## config.mk

```make
export PLATFORM = sky130hd
export DESIGN_NAME = attribute_cell_pixel_renderer
export DESIGN_NICKNAME = d
export VERILOG_FILES = /design/src/acpr_pkg.sv /design/src/acpr_flash_timer.sv /design/src/acpr_cell_front.sv /design/src/acpr_pixel_stage.sv /design/src/attribute_cell_pixel_renderer.sv
export SDC_FILE = /design/constraint.sdc
export NUM_CORES = 1
export LEC_CHECK = 0
export ABC_AREA = 1
export BUFFER_PORTS_ARGS = -buffer_cell sky130_fd_sc_hd__buf_2
export CAP_MARGIN = 25
export CORE_MARGIN = 8
export CORE_UTILIZATION = 55
export DETAILED_ROUTE_END_ITERATION = 16
export HOLD_SLACK_MARGIN = 0.06
export PLACE_DENSITY = 0.77
export SETUP_SLACK_MARGIN = 0.1
export SYNTH_ARGS = -nofsm -noshare
export SYNTH_HDL_FRONTEND = slang
export SYNTH_SLANG_ARGS = --single-unit
```

## constraint.sdc

```tcl
create_clock -name clk -period 15.65 [get_ports clk]
set_input_delay 2.3475 -clock clk [delete_from_list [all_inputs] [get_ports clk]]
set_output_delay 2.3475 -clock clk [all_outputs]
set_load 0.01 [all_outputs]
```

## src/acpr_pkg.sv

```systemverilog
package acpr_pkg;

    localparam int unsigned FLASH_FRAMES = 30;
    localparam int unsigned FRAME_CNT_W  = 5;
    localparam int unsigned CFG_INDEX_W  = 1;

    localparam logic [2:0] MODE_SCREEN_ONE = 3'd1;
    localparam logic [2:0] MODE_LINE_ATTR  = 3'd2;
    localparam logic [2:0] MODE_WIDE       = 3'd6;

    localparam logic [CFG_INDEX_W-1:0] REG_DISPLAY_MODE = 1'b0;
    localparam logic [CFG_INDEX_W-1:0] REG_WIDE_INK     = 1'b1;

    localparam logic ACT_CELL  = 1'b0;
    localparam logic ACT_FRAME = 1'b1;

    typedef enum logic [1:0] {
        LAYOUT_SCREEN_ZERO,
        LAYOUT_SCREEN_ONE,
        LAYOUT_LINE_ATTR,
        LAYOUT_WIDE
    } layout_t;

    typedef struct packed {
        logic [FRAME_CNT_W-1:0] frame_count;
        logic                   flash_phase;
    } flash_status_t;

    typedef struct packed {
        layout_t    layout;
        logic [7:0] line;
        logic [4:0] column;
        logic [7:0] first_byte;
        logic [7:0] second_byte;
        logic [3:0] ink;
        logic [3:0] paper;
    } decode_t;

    typedef struct packed {
        logic        wide;
        logic [7:0]  display_row;
        logic [8:0]  x_start;
        logic [13:0] first_addr;
        logic [13:0] second_addr;
        logic [7:0]  first_byte;
        logic [7:0]  second_byte;
        logic [3:0]  ink;
        logic [3:0]  paper;
    } address_t;

    function automatic layout_t decode_layout(input logic [2:0] mode);
        layout_t layout;
        unique case (mode)
            MODE_WIDE:       layout = LAYOUT_WIDE;
            MODE_LINE_ATTR:  layout = LAYOUT_LINE_ATTR;
            MODE_SCREEN_ONE: layout = LAYOUT_SCREEN_ONE;
            default:         layout = LAYOUT_SCREEN_ZERO;
        endcase
        return layout;
    endfunction

    function automatic logic [31:0] expand_single(input logic [7:0] bits,
                                                  input logic [3:0] ink,
                                                  input logic [3:0] paper);
        logic [31:0] result;
        for (int b = 0; b < 8; b++) begin
            result[4*b +: 4] = bits[b] ? ink : paper;
        end
        return result;
    endfunction

    function automatic logic [63:0] expand_double(input logic [7:0] bits,
                                                  input logic [3:0] ink,
                                                  input logic [3:0] paper);
        logic [63:0] result;
        for (int b = 0; b < 8; b++) begin
            result[8*b +: 8] = bits[b] ? {ink, ink} : {paper, paper};
        end
        return result;
    endfunction

endpackage

```

## src/acpr_flash_timer.sv

```systemverilog
module acpr_flash_timer (
    input  logic                  clk,
    input  logic                  rst_n,
    input  logic                  tick,
    output acpr_pkg::flash_status_t status
);

    logic [acpr_pkg::FRAME_CNT_W-1:0] frame_count_reg;
    logic [acpr_pkg::FRAME_CNT_W-1:0] frame_count_next;
    logic                             flash_phase_reg;
    logic                             flash_phase_next;

    always_comb
    begin
        frame_count_next = frame_count_reg;
        flash_phase_next = flash_phase_reg;
        if (tick)
        begin
            if (frame_count_reg
                == acpr_pkg::FRAME_CNT_W'(acpr_pkg::FLASH_FRAMES - 1))
            begin
                frame_count_next = '0;
                flash_phase_next = ~flash_phase_reg;
            end
            else
            begin
                frame_count_next = frame_count_reg + 1'b1;
            end
        end
    end

    always_ff @(posedge clk or negedge rst_n)
    begin
        if (!rst_n)
        begin
            frame_count_reg <= '0;
            flash_phase_reg <= 1'b0;
        end
        else
        begin
            frame_count_reg <= frame_count_next;
            flash_phase_reg <= flash_phase_next;
        end
    end

    assign status.frame_count = frame_count_reg;
    assign status.flash_phase = flash_phase_reg;

endmodule

```

## src/acpr_cell_front.sv

```systemverilog
module acpr_cell_front (
    input  logic                clk,
    input  logic                rst_n,
    input  logic                cell_valid,
    output logic                ready,
    input  logic [2:0]          display_mode,
    input  logic [2:0]          wide_ink,
    input  logic                flash_phase,
    input  logic [7:0]          mem_line,
    input  logic [4:0]          column,
    input  logic [7:0]          first_byte,
    input  logic [7:0]          second_byte,
    output logic                addr_valid,
    input  logic                addr_ready,
    output acpr_pkg::address_t  addr
);

    logic                dec_valid_reg;
    acpr_pkg::decode_t   dec_reg;
    acpr_pkg::decode_t   dec_next;
    logic                addr_valid_reg;
    acpr_pkg::address_t  addr_reg;
    acpr_pkg::address_t  addr_next;
    logic                dec_en;
    logic                addr_en;
    logic [3:0]          attr_ink;
    logic [3:0]          attr_paper;
    logic                screen_one;
    logic [7:0]          row;

    assign addr_en = !addr_valid_reg || addr_ready;
    assign dec_en  = !dec_valid_reg || addr_en;
    assign ready   = dec_en;

    always_comb
    begin
        attr_ink   = {second_byte[6], second_byte[2:0]};
        attr_paper = second_byte[6:3];
        dec_next.layout      = acpr_pkg::decode_layout(display_mode);
        dec_next.line        = mem_line;
        dec_next.column      = column;
        dec_next.first_byte  = first_byte;
        dec_next.second_byte = second_byte;
        if (dec_next.layout == acpr_pkg::LAYOUT_WIDE)
        begin
            dec_next.ink   = {1'b0, wide_ink};
            dec_next.paper = {1'b0, 3'd7 - wide_ink};
        end
        else if (flash_phase && second_byte[7])
        begin
            dec_next.ink   = attr_paper;
            dec_next.paper = attr_ink;
        end
        else
        begin
            dec_next.ink   = attr_ink;
            dec_next.paper = attr_paper;
        end
    end

    always_comb
    begin
        row        = {dec_reg.line[7:6], dec_reg.line[2:0], dec_reg.line[5:3]};
        screen_one = (dec_reg.layout == acpr_pkg::LAYOUT_SCREEN_ONE);
        addr_next.wide        = (dec_reg.layout == acpr_pkg::LAYOUT_WIDE);
        addr_next.display_row = row;
        addr_next.x_start     = {dec_reg.column, 4'b0000};
        addr_next.first_addr  = {screen_one, dec_reg.line, dec_reg.column};
        unique case (dec_reg.layout)
            acpr_pkg::LAYOUT_WIDE, acpr_pkg::LAYOUT_LINE_ATTR:
                addr_next.second_addr = {1'b1, dec_reg.line, dec_reg.column};
            default:
                addr_next.second_addr = {screen_one, 3'b110, row[7:3], dec_reg.column};
        endcase
        addr_next.first_byte  = dec_reg.first_byte;
        addr_next.second_byte = dec_reg.second_byte;
        addr_next.ink         = dec_reg.ink;
        addr_next.paper       = dec_reg.paper;
    end

    always_ff @(posedge clk or negedge rst_n)
    begin
        if (!rst_n)
        begin
            dec_valid_reg  <= 1'b0;
            addr_valid_reg <= 1'b0;
        end
        else
        begin
            if (dec_en)
            begin
                dec_valid_reg <= cell_valid;
            end
            if (addr_en)
            begin
                addr_valid_reg <= dec_valid_reg;
            end
        end
    end

    always_ff @(posedge clk)
    begin
        if (dec_en && cell_valid)
        begin
            dec_reg <= dec_next;
        end
        if (addr_en && dec_valid_reg)
        begin
            addr_reg <= addr_next;
        end
    end

    assign addr_valid = addr_valid_reg;
    assign addr       = addr_reg;

endmodule

```

## src/acpr_pixel_stage.sv

```systemverilog
module acpr_pixel_stage (
    input  logic               clk,
    input  logic               rst_n,
    input  logic               addr_valid,
    output logic               addr_ready,
    input  acpr_pkg::address_t addr,
    output logic               out_valid,
    input  logic               out_stall,
    output logic [7:0]         display_row,
    output logic [8:0]         x_start,
    output logic [13:0]        first_addr,
    output logic [13:0]        second_addr,
    output logic [63:0]        pixels
);

    logic        out_valid_reg;
    logic        out_en;
    logic [7:0]  display_row_reg;
    logic [8:0]  x_start_reg;
    logic [13:0] first_addr_reg;
    logic [13:0] second_addr_reg;
    logic [63:0] pixels_reg;
    logic [63:0] pixels_next;

    assign out_en     = !out_valid_reg || !out_stall;
    assign addr_ready = out_en;

    always_comb
    begin
        if (addr.wide)
        begin
            pixels_next = {acpr_pkg::expand_single(addr.first_byte, addr.ink, addr.paper),
                           acpr_pkg::expand_single(addr.second_byte, addr.ink, addr.paper)};
        end
        else
        begin
            pixels_next = acpr_pkg::expand_double(addr.first_byte, addr.ink, addr.paper);
        end
    end

    always_ff @(posedge clk or negedge rst_n)
    begin
        if (!rst_n)
        begin
            out_valid_reg <= 1'b0;
        end
        else if (out_en)
        begin
            out_valid_reg <= addr_valid;
        end
    end

    always_ff @(posedge clk)
    begin
        if (out_en && addr_valid)
        begin
            display_row_reg <= addr.display_row;
            x_start_reg     <= addr.x_start;
            first_addr_reg  <= addr.first_addr;
            second_addr_reg <= addr.second_addr;
            pixels_reg      <= pixels_next;
        end
    end

    assign out_valid   = out_valid_reg;
    assign display_row = display_row_reg;
    assign x_start     = x_start_reg;
    assign first_addr  = first_addr_reg;
    assign second_addr = second_addr_reg;
    assign pixels      = pixels_reg;

endmodule

```

## src/attribute_cell_pixel_renderer.sv

```systemverilog
// Cell renderer for a character/attribute bitmap display. Each cell request
// (action 0) yields one result on the outputs once it has passed through
// the register stages in turn. The result carries the unscrambled display
// row, x_start, both memory offsets and sixteen 4-bit colours. A new
// request is taken every cycle while in_stall is low; the three register
// stages (attribute decode, address build, pixel expand) each hold one
// request, so throughput is one per cycle while out_stall is low, and
// out_stall backs up into in_stall only once all three stages are full.
// An end-of-frame request (action 1) is consumed at the input, gives no
// result, and toggles the flash phase every 30 frames; cells accepted
// after it see the new phase. Write display_mode and wide_ink only while
// no request is in flight; the configuration port is always ready.
module attribute_cell_pixel_renderer (
    input  logic                             clk,
    input  logic                             rst_n,
    input  logic                             cfg_valid,
    output logic                             cfg_ready,
    input  logic [acpr_pkg::CFG_INDEX_W-1:0] cfg_index,
    input  logic [2:0]                       cfg_data,
    input  logic                             in_valid,
    output logic                             in_stall,
    input  logic                             action,
    input  logic [7:0]                       mem_line,
    input  logic [4:0]                       column,
    input  logic [7:0]                       first_byte,
    input  logic [7:0]                       second_byte,
    output logic                             out_valid,
    input  logic                             out_stall,
    output logic [7:0]                       display_row,
    output logic [8:0]                       x_start,
    output logic [13:0]                      first_addr,
    output logic [13:0]                      second_addr,
    output logic [63:0]                      pixels
);

    logic [2:0]              mode_reg;
    logic [2:0]              wide_ink_reg;
    logic                    front_ready;
    logic                    accept;
    logic                    cell_valid;
    logic                    tick;
    logic                    addr_valid;
    logic                    addr_ready;
    acpr_pkg::address_t      addr;
    acpr_pkg::flash_status_t flash_status;

    assign cfg_ready = 1'b1;

    always_ff @(posedge clk or negedge rst_n)
    begin
        if (!rst_n)
        begin
            mode_reg     <= 3'd0;
            wide_ink_reg <= 3'd0;
        end
        else if (cfg_valid && cfg_ready)
        begin
            unique case (cfg_index)
                acpr_pkg::REG_DISPLAY_MODE: mode_reg     <= cfg_data;
                acpr_pkg::REG_WIDE_INK:     wide_ink_reg <= cfg_data;
                default:                    mode_reg     <= mode_reg;
            endcase
        end
    end

    assign in_stall   = !front_ready;
    assign accept     = in_valid && front_ready;
    assign cell_valid = in_valid && (action == acpr_pkg::ACT_CELL);
    assign tick       = accept && (action == acpr_pkg::ACT_FRAME);

    acpr_flash_timer u_flash_timer (
        .clk    (clk),
        .rst_n  (rst_n),
        .tick   (tick),
        .status (flash_status)
    );

    acpr_cell_front u_cell_front (
        .clk          (clk),
        .rst_n        (rst_n),
        .cell_valid   (cell_valid),
        .ready        (front_ready),
        .display_mode (mode_reg),
        .wide_ink     (wide_ink_reg),
        .flash_phase  (flash_status.flash_phase),
        .mem_line     (mem_line),
        .column       (column),
        .first_byte   (first_byte),
        .second_byte  (second_byte),
        .addr_valid   (addr_valid),
        .addr_ready   (addr_ready),
        .addr         (addr)
    );

    acpr_pixel_stage u_pixel_stage (
        .clk         (clk),
        .rst_n       (rst_n),
        .addr_valid  (addr_valid),
        .addr_ready  (addr_ready),
        .addr        (addr),
        .out_valid   (out_valid),
        .out_stall   (out_stall),
        .display_row (display_row),
        .x_start     (x_start),
        .first_addr  (first_addr),
        .second_addr (second_addr),
        .pixels      (pixels)
    );

    assert property (@(posedge clk) disable iff (!rst_n)
        flash_status.frame_count
            < acpr_pkg::FRAME_CNT_W'(acpr_pkg::FLASH_FRAMES))
        else $error("frame counter beyond flash period");

    assert property (@(posedge clk) disable iff (!rst_n)
        !$stable(flash_status.flash_phase)
            |-> $past(tick) && (flash_status.frame_count == '0))
        else $error("flash phase toggled without frame wrap");

    assert property (@(posedge clk) disable iff (!rst_n)
        in_stall |-> out_valid && out_stall && addr_valid)
        else $error("input stalled while pipeline has room");

    assert property (@(posedge clk) disable iff (!rst_n)
        out_valid && out_stall
            |=> out_valid && $stable(pixels) && $stable(first_addr)
                && $stable(second_addr) && $stable(display_row))
        else $error("stalled result changed");

endmodule

```

-- Yosys cells after proc, flatten, opt, wreduce, memory -nomap -nowiden
Cells that the tools add are included.
- add/sub/neg operators: 2
- equal/unequal tests: 8
- mux-type cells: 30
- bitwise gates (word level): 3
- reduce and logical (&&, ||, !) cells: 19
- operators with widths (kind ; number):
    4-bit 2-to-1 mux ; 16
    64-bit 2-to-1 mux ; 1
    8-bit 2-to-1 mux ; 8
    7-bit 2-to-1 mux ; 2
    10-bit 2-to-1 mux ; 1
    1-bit logical AND ; 7
    2-bit equality test, second input constant ; 3
    2-bit case mux with 3 select lines ; 1
    2-bit AND reduction ; 3
    5-bit by 1-bit adder with 5-bit output, second input constant ; 1
    5-bit equality test, second input constant ; 1
    1-bit zero test ; 5
    5-bit 2-to-1 mux ; 1
    3-bit by 1-bit equality test with 1-bit output, second input constant ; 1
    3-bit by 2-bit equality test with 1-bit output, second input constant ; 1
    3-bit equality test, second input constant ; 1
    1-bit logical OR ; 3
    1-bit NOT ; 3
    3-bit subtractor, first input constant ; 1
    2-bit by 1-bit equality test with 1-bit output, second input constant ; 1
    2-bit OR reduction ; 1
- register bits after elaboration: 225
- bits of input ports: 39
- output and inout bits: 112

-- Longest topological paths before layout
Gate-level depths: netlist of run 1.
- depth after elaboration: 7
- depth in mapped cells: 7
- mapped depth without buffers: 7

-- Modules after synthesis
From an unflattened synthesis of run 1, not the netlist that was laid out.
- cells, all modules: 699
- area, all modules: 8569.5 µm²
- by module, submodules not included (module ; times used ; cells an instance ; area each (µm²)):
    acpr_pixel_stage ; 1 ; 441 ; 4921.0
    acpr_cell_front ; 1 ; 181 ; 3042.9
    acpr_flash_timer ; 1 ; 42 ; 320.3
    attribute_cell_pixel_renderer ; 1 ; 35 ; 285.3

-- Worst setup path after synthesis of run 1
Ideal clock, no wire load.
- path kind: in2reg
- start point: input port out_stall
- end point: register u_pixel_stage.first_addr_reg[10], in the netlist u_pixel_stage.first_addr[10], enable pin
- library setup time: 0.554 ns
- data arrival time: 6.325 ns
- required time: 15.096 ns
- slack: 8.771 ns
- stages on the path: 1
- path through: a21oi_1
- longest elaborated chain between the ends: 3
- ends and longest elaborated chain (element ; RTL line ; RTL):
    start, declared ; attribute_cell_pixel_renderer.sv:28 ; input logic out_stall,
    1-bit zero test ; acpr_pixel_stage.sv:25 ; assign out_en = !out_valid_reg || !out_stall;
    1-bit logical OR ; acpr_pixel_stage.sv:25 ;
    1-bit logical AND ; acpr_pixel_stage.sv:55 ; if (out_en && addr_valid)
    end signal, assigned ; acpr_pixel_stage.sv:59 ; first_addr_reg <= addr.first_addr;
    end, declared ; acpr_pixel_stage.sv:20 ; logic [13:0] first_addr_reg;
No other way between the ends.
A chain may end at the register's enable or synchronous reset.

-- Worst setup path in the final report of run 1
- start point: input port out_stall
- end point: output port in_stall
- longest elaborated chain between the ends: 5
- ends and longest elaborated chain (element ; RTL line ; RTL):
    1-bit zero test ; acpr_pixel_stage.sv:25 ;
    1-bit logical OR ; acpr_pixel_stage.sv:25 ;
    1-bit logical OR ; acpr_cell_front.sv:31 ; assign addr_en = !addr_valid_reg || addr_ready;
    1-bit logical OR ; acpr_cell_front.sv:32 ; assign dec_en = !dec_valid_reg || addr_en;
    1-bit zero test ; attribute_cell_pixel_renderer.sv:66 ; assign in_stall = !front_ready;
    end, declared ; attribute_cell_pixel_renderer.sv:21 ; output logic in_stall,
No other way between the ends.

==> results of run 1 <==
==> final timing paths <==
check                                                        end  slack, ps  cells after the start
worst min register to register      u_pixel_stage.first_addr[11]        410                      0
worst max-delay path                                    in_stall      10310                      4
worst max register to register           u_pixel_stage.pixels[2]      13840                      4
max in group asynchronous                        wide_ink_reg[2]      13570                      1
worst min-delay path                u_pixel_stage.first_addr[11]        410                      0
min in group asynchronous       u_flash_timer.frame_count_reg[4]       1820                      1
==> layout by cell type, fill, tap and decap left out, types with 15 or more instances in the layout <==
cell type and n:
o21ai_0 62, clkbuf_16 17, or2_2 19, inv_1 25
buf_2 145, a21oi_1 25, o21ai_1 19, nand2_1 97
edfxtp_1 166, dfrtp_1 15
==> logic make-up (layout without fill, tap and decap cells) <==
group,Yosys count,count (layout),synth area share
flip-flops,181,181,0.753
other,2,6,0.00105
XOR/XNOR,1,1,0.00123
buffers and inverters,87,207,0.0687
AO/OA/AOI/OAI,116,116,0.0847
AND/OR/NAND/NOR,144,144,0.0880
adder cells (fa/ha/maj),2,2,0.00351
==> cell usage after synthesis, types with 4 or more instances <==
cell / number
a21oi_1: 26
a21oi_2: 4
buf_4: 29
buf_6: 7
clkbuf_1: 22
dfrtp_1: 15
edfxtp_1: 166
inv_1: 26
nand2_1: 97
nand3_1: 5
nand4_1: 5
nor2_1: 13
o21ai_0: 62
o21ai_1: 19
or2_2: 19
==> power groups by stage <==
stage | Combinational (mW) | Sequential [mW] | Clock [mW]
6_report | 0.108 | 0.601 | 0.409
5_1_grt | 0.121 | 0.606 | 0.435
4_1_cts | 0.108 | 0.602 | 0.416
3_5_place_dp | 0.108 | 0.611 | 0
3_3_place_gp | 0.103 | 0.608 | 0
2_1_floorplan | 0.0684 | 0.616 | 0
==> routing by layer <==
metal  share of wire  vias up  global-route usage
li1                -     2064                   -
met1            0.38     1958               0.170
met2            0.52      125               0.273
met3           0.073       23              0.0588
met4           0.018        2              0.0594
met5         0.00077        -                   0
==> worst register-to-register path, cell delays in order, from the launching register on <==
cell and delay [ps]:
edfxtp_1 630, inv_2 630, a21oi_1 100, o21ai_0 120, nand2_1 90
==> layout make-up <==
class | instances | area share
timing repair buffer | 149 | 0.0932
clock buffer | 18 | 0.0515
sequential | 181 | 0.644
inverter | 28 | 0.0126
antenna | 1 | 0.000301
tap | 172 | 0.0258
clock inverter | 12 | 0.0167
multi-input combinational | 268 | 0.156
==> per-stage QoR <==
stage,setup slack [ps],hold slack (ps)
final,10310,413
after global routing,10210,420
after CTS,10310,416
after detailed placement,10310,405
after global placement,10350,401
after floorplan,8770,400
==> flow_metrics.py, run 1 <==
metrics = {
    "floorplanning": {
        "rows": 41,
        "die_h_um": 130,
        "core_um2": 12600,
        "dieWidth_um": 130,
        "start_util": 0.564,
        "ios": 151,
        "die-area_um2": 16800,
    },
    "logic_synthesis": {
        "synth.distinct_cells": 28,
        "synthArstFlopShare": 0.0829,
        "yosysTopAreaCell": "edfxtp_1",
        "synthFlopType": "edfxtp_1",
        "ys_ff_latch": 181,
        "yosysWarnings": 0,
        "synthTopCellsByArea": "edfxtp_1, dfrtp_1, nand2_1",
        "synth.avg_cell_area_um2": 13.4,
        "synth-edff-count": 166,
        "syn_area_um2": 7120,
        "syn_inst": 533,
        "yosys.area.top_type_share": 0.700,
        "yosysSeqAreaShare": 0.753,
    },
    "setup_path": {
        "start_kind": "input pin",
        "r2r-start": "u_cell_front.addr[69]",
        "critPathMaxStageDelay_ps": 210,
        "cpMaxStageDelayCell": "nor2_1",
        "end_kind": "primary output",
        "worstPathCellList": "buf_2 -> nand3_1 -> nor2_1 -> buf_2",
        "crit_family": "simple AND/OR/NAND/NOR gates",
        "critPathBufInv": 2,
        "startpoint": "out_stall",
        "path_common_cell": "buf_2",
        "critPathKind": "in -> out",
        "cp_max_fo": 4,
        "required_ps": 13300,
        "cp.arrival_ps": 2990,
    },
    "layout": {
        "largest_register_ff_count": 64,
        "finalInstanceArea_um2": 8330,
        "fin_cells": 829,
        "area_growth_pct": 16.9,
        "regArea_um2": 5360,
        "drive_gt1_frac": 0.313,
        "finalNetCount": 686,
        "postLayoutCoreUtil": 0.660,
        "num-fill-cells": 952,
        "multi_input_area_um2": 1300,
    },
    "timing": {
        "setup_viol": 0,
        "fin_crit_sh": 0.341,
        "grt_setup_unrepaired": "no",
        "fin_skew_ps": 6.22,
        "relSlewSlack": 0.540,
        "final_hold_viol_count": 0,
        "finalMaxSlewViolations": 0,
        "fmax_ghz": 0.187,
        "setup_tns_ps": 0,
        "worstMarginPinSlew_ps": 688,
        "fin_crit_ps": 5340,
    },
    "clock_tree": {
        "cts-root-buf": "clkbuf_16",
        "cts_buffers": 17,
        "cts_max_level": 4,
        "cts_buffer_depth": 2,
        "cts_tree": "yes",
        "ctsResizeCount": 0,
        "cts_setup_buffers": 0,
        "clock-sinks": 181,
        "clk_latency_ps": 420,
        "cts_hold_buf": 0,
        "clk_pin_slew_ps": 60,
    },
    "global_routing": {
        "grt_usage": 0.156,
        "antenna_found_initial": 2,
        "grt_max_degree": 85,
        "grt_pass1_wl_um": 20000,
        "grt_pass1_vias": 4043,
        "grt_overflow": 0,
    },
    "min_path": {
        "hp-start": "u_cell_front.addr[49]",
        "hold_path_class": "reg -> reg",
    },
    "pwr": {
        "pwr-share-comb": 0.097,
        "p_per_area_nw_per_um2": 134,
        "p_clk_frac": 0.366,
        "switching_share": 0.229,
        "pwr-share-seq": 0.538,
        "p_int_uw": 862,
        "switchingPower_uw": 256,
        "design_power_total_mw": 1.12,
        "leakage_nw": 3.32,
        "ir_worst_vdd_mv": 0.0699,
    },
    "placement": {
        "gp_congestion": 0.788,
        "post-dp-hpwl_um": 9290,
        "portBuffers": 145,
        "placed_cells": 797,
        "placed_cell_area_um2": 7730,
    },
    "drt": {
        "wirelength_um": 13000,
        "via_count": 4172,
        "ant_nets": 0,
        "vias_per_cell": 5.03,
        "drt_iter0_drc": 344,
        "dr.pass1.iters": 4,
        "wl_per_cell_um": 15.7,
        "drc": 0,
    },
    "run": {
        "drv_cap": 0,
    },
    "run_status": {
        "status": "finished, final reports clean",
    },
}
No activity file was read; power rests on OpenSTA's default activity.
==> run 2, diff against run 1 <==
--- a/config.mk
+++ b/config.mk
@@ -5,14 +5,14 @@
 export SDC_FILE = /design/constraint.sdc
 export NUM_CORES = 1
 export LEC_CHECK = 0
-export ABC_AREA = 1
+export ABC_AREA = 0
 export BUFFER_PORTS_ARGS = -buffer_cell sky130_fd_sc_hd__buf_2
 export CAP_MARGIN = 25
 export CORE_MARGIN = 8
-export CORE_UTILIZATION = 55
+export CORE_UTILIZATION = 49
 export DETAILED_ROUTE_END_ITERATION = 16
 export HOLD_SLACK_MARGIN = 0.06
-export PLACE_DENSITY = 0.77
+export PLACE_DENSITY = 0.73
 export SETUP_SLACK_MARGIN = 0.1
 export SYNTH_ARGS = -nofsm -noshare
 export SYNTH_HDL_FRONTEND = slang
==> constraint.sdc (replaced) <==
create_clock -name clk -period 4.7 [get_ports clk]
set_input_delay 0.705 -clock clk [delete_from_list [all_inputs] [get_ports clk]]
set_output_delay 0.705 -clock clk [all_outputs]
set_load 0.01 [all_outputs]
==> run 2 against run 1 <==
Non-clock buffer count down 1. Register-to-register slack worse by 11000 ps. Die area is 7.7% higher.
==> flow_metrics.py, run 2 <==
metrics = {
    "run_status": {
        "status": "finished, final reports clean",
    },
    "timing": {
        "setup_viol": 0,
        "setup_tns_ps": 0,
        "fmax_ghz": 0.463,
        "grt_setup_unrepaired": "no",
        "relSlewSlack": 0.362,
        "fin_crit_sh": 0.460,
        "worstMarginPinSlew_ps": 958,
        "fin_crit_ps": 2160,
        "final_hold_viol_count": 0,
        "finalMaxSlewViolations": 0,
        "fin_skew_ps": 7.38,
        "hold_slack_ps": 175,
    },
    "pwr": {
        "leakage_nw": 3.09,
        "p_per_area_nw_per_um2": 442,
        "ir_worst_vdd_mv": 0.284,
        "design_power_total_mw": 3.62,
    },
    "logic_synthesis": {
        "syn_inst": 377,
        "synthArstFlopShare": 0.0829,
        "synthFlopType": "edfxtp_1",
        "synth.distinct_cells": 37,
        "yosysSeqAreaShare": 0.777,
        "yosysMostFrequentCell": "edfxtp_1",
        "ys_ff_latch": 181,
        "synth-edff-count": 166,
        "yosysWarnings": 0,
        "synth.avg_cell_area_um2": 18.3,
        "yosysTopAreaCell": "edfxtp_1",
        "yosys.area.top_type_share": 0.722,
        "syn_area_um2": 6900,
        "synthTopCellsByArea": "edfxtp_1, mux2_2, dfrtp_1",
        "ys_top_cells_by_count": "edfxtp_1, mux2_2, buf_4",
    },
    "setup_path": {
        "cp.arrival_ps": 1460,
        "critPathKind": "reg -> out",
        "cpMaxStageDelayCell": "dfrtp_1",
        "required_ps": 3990,
        "critPathBufInv": 2,
        "cp_max_fo": 6,
        "worstPathCellList": "nand4_2 -> inv_2 -> buf_2",
        "end_kind": "primary output",
        "critPathMaxStageDelay_ps": 490,
        "start_kind": "register",
        "crit_family": "flip-flops",
    },
    "drt": {
        "via_count": 3356,
        "wl_per_cell_um": 17.6,
        "dr.pass1.iters": 4,
        "drt_iter0_drc": 135,
        "drc": 0,
        "wirelength_um": 12100,
        "ant_nets": 0,
        "vias_per_cell": 4.88,
    },
    "layout": {
        "drive_gt1_frac": 0.500,
        "largest_register_ff_count": 64,
        "area_growth_pct": 18.4,
        "num-fill-cells": 1032,
        "finalNetCount": 536,
        "n_antenna_cell": 0,
        "final_common_cell": "edfxtp_1",
        "mostFrequentLayoutCells": "edfxtp_1, buf_2, mux2_2",
    },
    "global_routing": {
        "grt_usage": 0.134,
        "grt_max_degree": 85,
        "grt_pass1_wl_um": 18500,
        "grt_overflow": 0,
        "grt_pass1_vias": 3525,
        "antenna_found_initial": 0,
    },
    "placement": {
        "gp_congestion": 0.811,
        "portBuffers": 145,
        "post-dp-hpwl_um": 8310,
    },
    "clock_tree": {
        "clock-sinks": 181,
        "cts_tree": "yes",
        "clk_latency_ps": 420,
        "ctsResizeCount": 0,
        "cts_hold_buf": 0,
        "cts-root-buf": "clkbuf_16",
        "cts_max_level": 4,
        "cts_buffers": 17,
        "clk_pin_slew_ps": 70,
        "cts_setup_buffers": 0,
        "cts_buffer_depth": 2,
    },
    "floorplanning": {
        "start_util": 0.499,
        "die-area_um2": 18100,
        "core_um2": 13800,
        "ios": 151,
        "die_h_um": 135,
        "dieWidth_um": 135,
        "rows": 43,
    },
    "run": {
        "drv_cap": 0,
    },
    "min_path": {
        "hold_path_class": "in -> async",
    },
}
run 2: cell types whose count changed after synthesis, sizes merged, moves of 6 or more:
cell / previous run / this run
buf: 37 / 31
o21ai: 81 / 4
nor2: 14 / 5
mux2: 0 / 60
nor2b: 0 / 12
or2: 20 / 2
inv: 28 / 2
nand2: 98 / 8
a21oi: 30 / 14
run 2: path summary, 6_finish.rpt:
| path | from | endpoint | slack (ps) | cells after the start |
|---|---|---|---|---|
| min reg2reg | u_cell_front.addr_next[13] | u_cell_front.addr[13] | 410 | 0 |
| max in group asynchronous | rst_n | wide_ink_reg[0] | 4280 | 1 |
| min | rst_n | u_flash_timer.frame_count_reg[4] | 180 | 1 |
| min in group clk | u_cell_front.addr_next[13] | u_cell_front.addr[13] | 410 | 0 |
| max reg2reg | u_cell_front.addr[69] | u_pixel_stage.pixels[4] | 2600 | 3 |
| max | u_pixel_stage.out_valid | in_stall | 2540 | 3 |
run 2: cell type report:
type / instances / area [µm²] / share of cell area
inverter: 2 / 7.51 / 0.000919
clock inverter: 14 / 111 / 0.0136
sequential: 181 / 5360 / 0.656
multi-input combinational: 145 / 1260 / 0.154
timing repair buffer: 148 / 781 / 0.0955
tap: 180 / 225 / 0.0276
clock buffer: 18 / 429 / 0.0525
run 2: kinds of logic (layout without fill, tap and decap cells):
family          count (synthesis)  after routing  share of synthesized area
xor+xnor                        1              1                    0.00127
other cells                     2              5                    0.00109
compound gates                 31             31                     0.0334
simple gates                   42             42                     0.0348
fa+ha+maj                       2              2                    0.00362
mux                            64             64                      0.104
buf+inv                        54            182                     0.0457
flops                         181            181                      0.777
run 2: through the flow:
stage / utilization / cells / setup WS [ps] / area, µm²
CTS: 0.588 / 686 / 2530 / 8130
global placement: 0.549 / 654 / 2380 / 7580
global route: 0.591 / 688 / 2440 / 8170
detailed placement: 0.549 / 654 / 2320 / 7580
floorplan: - / 380 / 1130 / 6920
finish: 0.591 / 688 / 2540 / 8170
run 2: layer usage:
layer,share of wire,track usage,vias to the layer above
met4,0.021,0.0692,0
li1,-,-,1617
met3,0.068,0.0475,19
met1,0.40,0.147,1612
met2,0.51,0.224,108
met5,0,0,-
run 2: where the power goes:
part	internal [mW]	switching [mW]
Combinational	0.159	0.184
Clock	0.723	0.558
Sequential	1.91	0.0797
